[config.mk]
export PLATFORM = sky130hd
export DESIGN_NAME = bms_notification_decoder_flat
export DESIGN_NICKNAME = d
export VERILOG_FILES = /design/src/rtl/core/bnd_pkg.sv /design/src/rtl/core/bnd_if.sv /design/src/rtl/core/bnd_core.sv /design/src/rtl/core/bms_notification_decoder.sv /design/src/flat_wrapper.sv
export SDC_FILE = /design/constraint.sdc
export NUM_CORES = 1
export LEC_CHECK = 0
export BUFFER_PORTS_ARGS = -buffer_cell sky130_fd_sc_hd__buf_4
export CAP_MARGIN = 10
export CORE_MARGIN = 2
export CORE_UTILIZATION = 25
export CTS_CLUSTER_SIZE = 25
export DETAILED_ROUTE_END_ITERATION = 12
export GPL_ROUTABILITY_DRIVEN = 0
export GPL_TIMING_DRIVEN = 0
export MAX_ROUTING_LAYER = met4
export SYNTH_ARGS = -nofsm -noshare
export SYNTH_HDL_FRONTEND = slang
export SYNTH_SLANG_ARGS = --single-unit
[constraint.sdc]
create_clock -name clk_i -period 20 [get_ports clk_i]
set_clock_uncertainty 0.1 [all_clocks]
set_input_delay 5 -clock clk_i [delete_from_list [all_inputs] [get_ports clk_i]]
set_output_delay 5 -clock clk_i [all_outputs]
set_load 0.03 [all_outputs]
[src/rtl/core/bnd_pkg.sv]
package bnd_pkg;

  typedef enum logic [3:0] {
    FK_STATUS     = 4'd0,
    FK_CELL_VOLT  = 4'd1,
    FK_AVG_VOLT   = 4'd2,
    FK_DELTA_VOLT = 4'd3,
    FK_CELL_RES   = 4'd4,
    FK_PACK_VOLT  = 4'd5,
    FK_PACK_POWER = 4'd6,
    FK_CYCLES     = 4'd7,
    FK_CYCLE_AH   = 4'd8,
    FK_CHARGE     = 4'd9,
    FK_DISCHARGE  = 4'd10
  } field_kind_e;

  typedef enum logic [1:0] {
    PK_UNKNOWN = 2'd0,
    PK_INFO    = 2'd1,
    PK_CELL    = 2'd2
  } packet_kind_e;

  typedef struct packed {
    field_kind_e  field_kind;
    logic [4:0]   cell_index;
    logic [31:0]  field_value;
    packet_kind_e packet_kind;
    logic [1:0]   chunk_after;
  } result_t;

  localparam logic [7:0] HDR_INFO_TAG = 8'h03;
  localparam logic [7:0] HDR_CELL_TAG = 8'h02;

  localparam logic [8:0] MIN_NOTIFY = 9'd20;
  localparam logic [8:0] POS_MAX    = 9'd511;
  localparam logic [8:0] TAG_POS    = 9'd4;
  localparam logic [8:0] PREFIX_END = 9'd3;

  // chunk 1 offsets (last byte of each field)
  localparam logic [8:0] CELL_V_FIRST = 9'd7;
  localparam logic [8:0] AVG_LAST     = 9'd59;
  localparam logic [8:0] DELTA_LAST   = 9'd61;
  localparam logic [8:0] CELL_R_FIRST = 9'd65;
  localparam logic [8:0] PACK_V_LAST  = 9'd121;
  localparam logic [8:0] POWER_LAST   = 9'd125;
  // chunk 3 offsets
  localparam logic [8:0] CYCLES_EMIT  = 9'd4;
  localparam logic [8:0] CYC_AH_LAST  = 9'd7;
  localparam logic [8:0] CHARGE_LAST  = 9'd40;
  localparam logic [8:0] DISCH_LAST   = 9'd42;

  localparam logic [1:0] CHUNK_INFO = 2'd0;
  localparam logic [1:0] CHUNK_CELL = 2'd1;
  localparam logic [1:0] CHUNK_TAIL = 2'd3;

  function automatic logic [7:0] hdr_prefix(input logic [1:0] idx);
    logic [7:0] b;
    unique case (idx)
      2'd0:    b = 8'h55;
      2'd1:    b = 8'hAA;
      2'd2:    b = 8'hEB;
      default: b = 8'h90;
    endcase
    return b;
  endfunction

endpackage

[src/rtl/core/bnd_if.sv]
interface bnd_in_if;
  logic       valid;
  logic       ready;
  logic [7:0] data_byte;
  logic [8:0] notify_length;
  logic       first_byte;

  modport source (output valid, data_byte, notify_length, first_byte, input ready);
  modport sink   (input valid, data_byte, notify_length, first_byte, output ready);
endinterface

interface bnd_out_if;
  logic        valid;
  logic        ready;
  logic [3:0]  field_kind;
  logic [4:0]  cell_index;
  logic [31:0] field_value;
  logic [1:0]  packet_kind;
  logic [1:0]  chunk_after;

  modport source (output valid, field_kind, cell_index, field_value, packet_kind,
                  chunk_after, input ready);
  modport sink   (input valid, field_kind, cell_index, field_value, packet_kind,
                  chunk_after, output ready);
endinterface

[src/rtl/core/bnd_core.sv]
module bnd_core #(
  parameter int CELL_SLOTS       = 23,
  parameter int FULL_FRAME_BYTES = 128
) (
  input  logic              clk_i,
  input  logic              rst_ni,
  input  logic              en_i,
  input  logic [7:0]        data_byte_i,
  input  logic [8:0]        notify_length_i,
  input  logic              first_byte_i,
  output logic              res_valid_o,
  output bnd_pkg::result_t  res_o
);

  localparam logic [8:0] CellVLast = 9'(5 + 2 * CELL_SLOTS);
  localparam logic [8:0] CellRLast = 9'(63 + 2 * CELL_SLOTS);
  localparam logic [8:0] FullLen   = 9'(FULL_FRAME_BYTES);

  logic [1:0]  chunk_q, chunk_d;
  bnd_pkg::packet_kind_e kind_q, kind_d;
  logic [8:0]  pos_q, pos_d;
  logic [8:0]  len_q, len_d;
  logic [1:0]  flags_q, flags_d;
  logic [31:0] asm_q, asm_d;
  logic [31:0] cyc_q, cyc_d;

  logic [8:0]  p;
  logic        active;
  logic        full;
  logic [15:0] lo16;
  logic [8:0]  cv_off;
  logic [8:0]  cr_off;

  always_comb begin
    p       = first_byte_i ? 9'd0 : pos_q;
    chunk_d = chunk_q;
    kind_d  = kind_q;
    pos_d   = pos_q;
    len_d   = len_q;
    flags_d = flags_q;
    asm_d   = asm_q;
    cyc_d   = cyc_q;
    res_valid_o = 1'b0;
    res_o       = '{field_kind: bnd_pkg::FK_STATUS, cell_index: 5'd0, field_value: 32'd0,
                    packet_kind: bnd_pkg::PK_UNKNOWN, chunk_after: 2'd0};
    lo16   = 16'd0;
    cv_off = p - bnd_pkg::CELL_V_FIRST;
    cr_off = p - bnd_pkg::CELL_R_FIRST;
    active = 1'b0;
    full   = 1'b0;

    if (en_i) begin
      if (first_byte_i) begin
        len_d   = notify_length_i;
        flags_d = 2'b11;
      end
      pos_d  = (p != bnd_pkg::POS_MAX) ? p + 9'd1 : p;
      active = (p < len_d) && (len_d >= bnd_pkg::MIN_NOTIFY);

      if (active) begin
        asm_d = {data_byte_i, asm_q[31:8]};
        lo16  = asm_d[31:16];

        if (p < bnd_pkg::TAG_POS) begin
          if (data_byte_i != bnd_pkg::hdr_prefix(p[1:0])) flags_d = 2'b00;
        end else if (p == bnd_pkg::TAG_POS) begin
          if (data_byte_i != bnd_pkg::HDR_INFO_TAG) flags_d[0] = 1'b0;
          if (data_byte_i != bnd_pkg::HDR_CELL_TAG) flags_d[1] = 1'b0;
        end
        if (p == bnd_pkg::PREFIX_END) cyc_d = asm_d;

        if (p == bnd_pkg::TAG_POS) begin
          priority if (flags_d[0]) begin
            kind_d  = bnd_pkg::PK_INFO;
            chunk_d = bnd_pkg::CHUNK_INFO;
          end else if (flags_d[1]) begin
            kind_d  = bnd_pkg::PK_CELL;
            chunk_d = bnd_pkg::CHUNK_CELL;
          end else begin
            kind_d = (chunk_q != 2'd0) ? bnd_pkg::PK_CELL : bnd_pkg::PK_UNKNOWN;
          end
        end

        full = (len_d == FullLen) && (p >= bnd_pkg::TAG_POS) &&
               (kind_d == bnd_pkg::PK_CELL);

        if (p == len_d - 9'd1) begin
          if (kind_d == bnd_pkg::PK_CELL) chunk_d = chunk_d + 2'd1;
          res_valid_o       = 1'b1;
          res_o.packet_kind = kind_d;
          res_o.chunk_after = chunk_d;
        end else if (full && chunk_d == bnd_pkg::CHUNK_CELL) begin
          priority if (p[0] && p >= bnd_pkg::CELL_V_FIRST && p <= CellVLast) begin
            res_valid_o       = 1'b1;
            res_o.field_kind  = bnd_pkg::FK_CELL_VOLT;
            res_o.cell_index  = cv_off[5:1];
            res_o.field_value = {16'd0, lo16};
          end else if (p == bnd_pkg::AVG_LAST) begin
            res_valid_o       = 1'b1;
            res_o.field_kind  = bnd_pkg::FK_AVG_VOLT;
            res_o.field_value = {16'd0, lo16};
          end else if (p == bnd_pkg::DELTA_LAST) begin
            res_valid_o       = 1'b1;
            res_o.field_kind  = bnd_pkg::FK_DELTA_VOLT;
            res_o.field_value = {16'd0, lo16};
          end else if (p[0] && p >= bnd_pkg::CELL_R_FIRST && p <= CellRLast) begin
            res_valid_o       = 1'b1;
            res_o.field_kind  = bnd_pkg::FK_CELL_RES;
            res_o.cell_index  = cr_off[5:1];
            res_o.field_value = {16'd0, lo16};
          end else if (p == bnd_pkg::PACK_V_LAST) begin
            res_valid_o       = 1'b1;
            res_o.field_kind  = bnd_pkg::FK_PACK_VOLT;
            res_o.field_value = asm_d;
          end else if (p == bnd_pkg::POWER_LAST) begin
            res_valid_o       = 1'b1;
            res_o.field_kind  = bnd_pkg::FK_PACK_POWER;
            res_o.field_value = asm_d;
          end else begin
            res_valid_o = 1'b0;
          end
        end else if (full && chunk_d == bnd_pkg::CHUNK_TAIL) begin
          priority if (p == bnd_pkg::CYCLES_EMIT) begin
            res_valid_o       = 1'b1;
            res_o.field_kind  = bnd_pkg::FK_CYCLES;
            res_o.field_value = cyc_q;
          end else if (p == bnd_pkg::CYC_AH_LAST) begin
            res_valid_o       = 1'b1;
            res_o.field_kind  = bnd_pkg::FK_CYCLE_AH;
            res_o.field_value = asm_d;
          end else if (p == bnd_pkg::CHARGE_LAST) begin
            res_valid_o       = 1'b1;
            res_o.field_kind  = bnd_pkg::FK_CHARGE;
            res_o.field_value = {16'd0, lo16};
          end else if (p == bnd_pkg::DISCH_LAST) begin
            res_valid_o       = 1'b1;
            res_o.field_kind  = bnd_pkg::FK_DISCHARGE;
            res_o.field_value = {16'd0, lo16};
          end else begin
            res_valid_o = 1'b0;
          end
        end
      end
    end
  end

  always_ff @(posedge clk_i or negedge rst_ni) begin
    if (!rst_ni) begin
      chunk_q <= 2'd0;
      kind_q  <= bnd_pkg::PK_UNKNOWN;
      pos_q   <= 9'd0;
      len_q   <= 9'd0;
      flags_q <= 2'b11;
      asm_q   <= 32'd0;
      cyc_q   <= 32'd0;
    end else begin
      chunk_q <= chunk_d;
      kind_q  <= kind_d;
      pos_q   <= pos_d;
      len_q   <= len_d;
      flags_q <= flags_d;
      asm_q   <= asm_d;
      cyc_q   <= cyc_d;
    end
  end

endmodule

[src/rtl/core/bms_notification_decoder.sv]
// Result words are registered: output slot first, skid slot if the output slot is held.
// One input byte per cycle while the skid slot is empty; at most one result word per byte.
// A two-word output buffer lets input flow while one result word waits downstream.
// Reset (rst_ni, async, active low) clears the decoder state and empties the output buffer.
module bms_notification_decoder #(
  parameter int CELL_SLOTS       = 23,
  parameter int FULL_FRAME_BYTES = 128
) (
  input  logic   clk_i,
  input  logic   rst_ni,
  bnd_in_if.sink    in_i,
  bnd_out_if.source out_o
);

  logic             accept;
  logic             res_valid;
  bnd_pkg::result_t res;

  logic             out_valid_q;
  bnd_pkg::result_t out_q;
  logic             skid_valid_q;
  bnd_pkg::result_t skid_q;
  logic             pop;
  logic             push;

  assign in_i.ready = !skid_valid_q;
  assign accept     = in_i.valid && in_i.ready;
  assign pop        = out_valid_q && out_o.ready;
  assign push       = accept && res_valid;

  bnd_core #(
    .CELL_SLOTS      (CELL_SLOTS),
    .FULL_FRAME_BYTES(FULL_FRAME_BYTES)
  ) u_core (
    .clk_i          (clk_i),
    .rst_ni         (rst_ni),
    .en_i           (accept),
    .data_byte_i    (in_i.data_byte),
    .notify_length_i(in_i.notify_length),
    .first_byte_i   (in_i.first_byte),
    .res_valid_o    (res_valid),
    .res_o          (res)
  );

  always_ff @(posedge clk_i or negedge rst_ni) begin
    if (!rst_ni) begin
      out_valid_q  <= 1'b0;
      skid_valid_q <= 1'b0;
    end else if (skid_valid_q) begin
      if (pop) begin
        skid_valid_q <= 1'b0;
      end
    end else if (push) begin
      if (!out_valid_q || pop) begin
        out_valid_q <= 1'b1;
      end else begin
        skid_valid_q <= 1'b1;
      end
    end else if (pop) begin
      out_valid_q <= 1'b0;
    end
  end

  always_ff @(posedge clk_i) begin
    if (skid_valid_q) begin
      if (pop) out_q <= skid_q;
    end else if (push) begin
      if (!out_valid_q || pop) begin
        out_q <= res;
      end else begin
        skid_q <= res;
      end
    end
  end

  assign out_o.valid       = out_valid_q;
  assign out_o.field_kind  = out_q.field_kind;
  assign out_o.cell_index  = out_q.cell_index;
  assign out_o.field_value = out_q.field_value;
  assign out_o.packet_kind = out_q.packet_kind;
  assign out_o.chunk_after = out_q.chunk_after;

endmodule
[src/flat_wrapper.sv]
// flat-port wrapper written by rule: the top's interface ports become plain ports
module bms_notification_decoder_flat 
#(
  parameter int CELL_SLOTS       = 23,
  parameter int FULL_FRAME_BYTES = 128
)
  (clk_i, rst_ni, in_i_valid, in_i_data_byte, in_i_notify_length, in_i_first_byte, in_i_ready, out_o_valid, out_o_field_kind, out_o_cell_index, out_o_field_value, out_o_packet_kind, out_o_chunk_after, out_o_ready);
  bnd_in_if in_i_i ();
  bnd_out_if out_o_i ();
  input  logic clk_i;
  input  logic rst_ni;
  input wire logic [$bits(in_i_i.valid)-1:0] in_i_valid;
  input wire logic [$bits(in_i_i.data_byte)-1:0] in_i_data_byte;
  input wire logic [$bits(in_i_i.notify_length)-1:0] in_i_notify_length;
  input wire logic [$bits(in_i_i.first_byte)-1:0] in_i_first_byte;
  output wire logic [$bits(in_i_i.ready)-1:0] in_i_ready;
  output wire logic [$bits(out_o_i.valid)-1:0] out_o_valid;
  output wire logic [$bits(out_o_i.field_kind)-1:0] out_o_field_kind;
  output wire logic [$bits(out_o_i.cell_index)-1:0] out_o_cell_index;
  output wire logic [$bits(out_o_i.field_value)-1:0] out_o_field_value;
  output wire logic [$bits(out_o_i.packet_kind)-1:0] out_o_packet_kind;
  output wire logic [$bits(out_o_i.chunk_after)-1:0] out_o_chunk_after;
  input wire logic [$bits(out_o_i.ready)-1:0] out_o_ready;
  assign in_i_i.valid = in_i_valid;
  assign in_i_i.data_byte = in_i_data_byte;
  assign in_i_i.notify_length = in_i_notify_length;
  assign in_i_i.first_byte = in_i_first_byte;
  assign in_i_ready = in_i_i.ready;
  assign out_o_valid = out_o_i.valid;
  assign out_o_field_kind = out_o_i.field_kind;
  assign out_o_cell_index = out_o_i.cell_index;
  assign out_o_field_value = out_o_i.field_value;
  assign out_o_packet_kind = out_o_i.packet_kind;
  assign out_o_chunk_after = out_o_i.chunk_after;
  assign out_o_i.ready = out_o_ready;
  bms_notification_decoder #(.CELL_SLOTS(CELL_SLOTS), .FULL_FRAME_BYTES(FULL_FRAME_BYTES)) u_core (.clk_i(clk_i), .rst_ni(rst_ni), .in_i(in_i_i), .out_o(out_o_i));
endmodule
==> results.json <==
{
  "antenna_cells": 0,
  "fin_crit_ns": 10.86,
  "syn_area_mm2": 0.00922,
  "crit_required_ns": 20.04,
  "final_cells": 1472,
  "stdcell_area_mm2": 0.0110,
  "synth_top_cell_by_area": "edfxtp_1",
  "htree_levels": 4,
  "maxSlewViolCount": 0,
  "postCtsHoldBufs": 0,
  "syn_to_final_growth_pct": 19.1,
  "clock_sinks": 172,
  "grt_pass1_vias": 7163,
  "cts_tree": "built",
  "drt_iter0_drc": 709,
  "synth_nets": 942,
  "ys.flop_type": "edfxtp_1",
  "numCtsBuffers": 17,
  "row_count": 70,
  "p_comb_share_pct": 16.0,
  "nets": 1031,
  "cap_violations": 0,
  "slew_headroom_pct": 26.3,
  "dr.pass1.iters": 5,
  "grt_setup_unrepaired": "false",
  "p_leak_nw": 4.29,
  "crit_chain": "buf_4 > buf_2 > inv_2 > nand2_1 > ha_1 > or4b_1 > nor4_2 > clkbuf_1 > a21oi_1 > o21ai_0 > o21a_1 > inv_1 > ha_1 > inv_1 > nand2_1 > a31oi_1 > nor3_1 > o31a_1 > nor4_2 > buf_4 > buf_4 > buf_4",
  "start_util_pct": 25.3,
  "grt_use_met3_pct": 2.94,
  "path_class": "in -> reg",
  "tightest_slew_ns": 1.11,
  "hold_class": "reg -> reg",
  "drive_gt1_share_pct": 17.5,
  "routed_wl_mm": 26.6,
  "placed_area_mm2": 0.0104,
  "hold_viol_final": 0,
  "synth_edf_count": 90,
  "finalCritPeriodShare_pct": 54.3,
  "grt_remaining_overflow": 0,
  "p_int_mw": 0.672,
  "place_hpwl_mm": 19.5,
  "clk_path_buf_depth": 2,
  "seqPwrFrac_pct": 46.5,
  "power_density_mw_per_mm2": 85.8,
  "dieHeight_um": 196,
  "syn_area_per_cell_um2": 10.2,
  "status": "complete, no violations",
  "critPathLaunchType": "input port",
  "synthTopCellsByArea": "edfxtp_1 (29%), dfrtp_1 (22%), nand2_1 (5.6%), mux2_2 (5.1%), mux2i_1 (2.9%)",
  "fmax_ghz": 0.0921,
  "crit_path_top_delay_cell": "nor4_2",
  "setup_ws_ns": 9.14,
  "viasPerCell": 5.01,
  "setup_tns_ns": 0,
  "yosysWarningCount": 0,
  "wl_per_cell_um": 18.1,
  "setup_viol": 0,
  "grt_start_max_net_pins": 83,
  "endpoint_kind": "flop",
  "grt-busiest-layer": "met2",
  "synth_top_area_share_pct": 29.3,
  "vias": 7370,
  "portBuffers": 63,
  "cp_common_cell": "buf_4",
  "cp_max_fo": 10,
  "netSwitchingFraction_pct": 28.6,
  "core_mm2": 0.0364,
  "ant_nets": 0,
  "clk_pin_slew_ns": 0.07,
  "critical_path.top_delay_family": "simple AND/OR/NAND/NOR gates",
  "synth_cells": 902,
  "async_flop_share_pct": 47.7,
  "drc_errors": 0,
  "clkLatencyLatePin_ns": 0.44,
  "worstPathBufferInverterCount": 9,
  "pin_count": 69,
  "grt_usage_pct": 14.3,
  "vdd_ir_drop_max_mv": 0.0643,
  "cts_setup_buffers": 0,
  "crit_arrival_ns": 10.90,
  "cts_resized": 0,
  "synth_seq_cells": 172,
  "grt_util_met1_pct": 19.0,
  "place_ws_ns": 8.80,
  "clockRootBuffer": "clkbuf_16",
  "synth_cell_types": 74,
  "slowest_delay_ns": 0.69,
  "grt_first_pass_wirelength_mm": 41.4,
  "total_power_mw": 0.942,
  "placed_cells": 1440,
  "globalRouteMet2Util_pct": 21.9,
  "die_x_um": 196,
  "grt_antenna_before_repair": 0,
  "p_sw_mw": 0.270,
  "fp.dieArea_mm2": 0.0384,
  "fill_cells": 3752,
  "synth-seq-area-share_pct": 51.6,
  "pwr-share-clk_pct": 37.5
}
==> metrics by stage <==
| step | util [%] | hold slack (ns) |
|---|---|---|
| after detailed placement | 28.4 | 0.396 |
| after floorplan | - | 0.381 |
| after global routing | 30.1 | 0.427 |
| after global placement | 28.2 | 0.389 |
| final | 30.1 | 0.408 |
| after CTS | 30.1 | 0.412 |
==> sequential cells by signal, summed over array words and instances, names as in the netlist <==
signal                    flops
u_core.u_core.flags_q         2
u_core.u_core.cyc_q          32
u_core.u_core.pos_q           9
u_core.out_o.packet_kind      2
u_core.out_o.field_kind       4
u_core.out_o.valid            1
u_core.out_o.field_value     32
u_core.skid_q                45
u_core.out_o.chunk_after      2
u_core.out_o.cell_index       5
u_core.u_core.len_q           9
u_core.u_core.asm_q          24
u_core.u_core.kind_q          2
u_core.u_core.chunk_q         2
u_core.skid_valid_q           1
==> layout by cell type, fill, tap and decap left out, types with 21 or more instances in the layout <==
master    count
nand2_1     138
mux2_2       42
clkbuf_1     45
o22ai_1      21
o21ai_1      23
o21ai_0      30
mux2i_1      27
nor2_1       72
dfrtp_1      80
buf_4        70
a22oi_1      33
edfxtp_1     90
a21oi_1      46
==> routing by layer <==
layer | vias up | routed length [µm] | part of all wire (%)
li1 | 3483 | - | -
met1 | 3603 | 12200 | 46
met2 | 247 | 12100 | 45
met3 | 37 | 1820 | 6.8
met4 | 0 | 526 | 2.0
met5 | - | 0 | 0
==> path summary, 6_finish.rpt <==
kind / start / to / slack, ns / cells past startpoint
max: in_i_first_byte / u_core.skid_q[17] / 9.14 / 22
min: u_core.u_core.cyc_q[2] / u_core.u_core.cyc_q[2] / 0.41 / 1
max reg2reg: u_core.u_core.pos_q[0] / u_core.skid_q[17] / 13.56 / 20
min reg2reg: u_core.u_core.cyc_q[2] / u_core.u_core.cyc_q[2] / 0.41 / 1
max in group asynchronous: rst_ni / u_core.u_core.asm_q[15] / 14.41 / 1
min in group asynchronous: rst_ni / u_core.u_core.len_q[0] / 4.64 / 1
==> cell usage after synthesis, types with 5 or more instances <==
library cell	instances
nor2b_1	9
buf_2	16
o22ai_1	21
o21ai_1	24
clkbuf_1	42
mux2i_1	27
nor3_1	17
mux2_2	42
nor4b_1	6
o31ai_1	8
xor2_1	10
o221ai_1	5
ha_1	18
nor2_1	72
a21o_1	15
a22oi_1	33
nand3_1	11
and2_1	14
edfxtp_1	90
a31oi_1	16
o21ai_0	30
inv_1	16
xnor2_1	11
dfrtp_1	80
nand2_1	138
a21oi_1	46
==> worst reg2reg max path, cell delays in order, from the launching register on <==
cell,delay [ns]
dfrtp_1,0.36
clkbuf_1,0.21
nand2_1,0.29
ha_1,0.38
or4b_1,0.53
nor4_2,0.30
clkbuf_1,0.42
a21oi_1,0.18
o21ai_0,0.23
o21a_1,0.21
inv_1,0.06
ha_1,0.27
inv_1,0.15
nand2_1,0.16
a31oi_1,0.39
nor3_1,0.10
o31a_1,0.39
nor4_2,0.69
buf_4,0.33
buf_4,0.21
buf_4,0.20
==> logic make-up (layout without fill, tap and decap cells) <==
logic type	after synthesis	in the layout	synth area share, %
fa+ha+maj	18	18	2.44
buf+inv	80	182	3.64
simple gates	307	307	15.7
compound gates	235	235	16.6
xor+xnor	21	21	1.99
flops	172	172	51.6
mux	69	69	8.06
==> layout make-up <==
type                    instances  area, µm²  share of cell area [%]
inverters                      17       63.8                   0.581
well taps                     468        586                    5.33
flip-flops and latches        172       4760                    43.3
clock inverters                 9        123                    1.12
multi-input cells             650       4150                    37.7
repair buffers                 70        536                    4.88
clock buffers                  23        500                    4.56
plain buffers                  63        272                    2.47
==> power groups by stage <==
| stage | logic (mW) | registers [mW] | clock network [mW] |
|---|---|---|---|
| after floorplan | 0.110 | 0.433 | 0 |
| after global placement | 0.145 | 0.442 | 0 |
| after detailed placement | 0.149 | 0.444 | 0 |
| after CTS | 0.150 | 0.437 | 0.359 |
| after global routing | 0.167 | 0.442 | 0.371 |
| final | 0.151 | 0.438 | 0.353 |
Power figures use the tool's default switching activity.
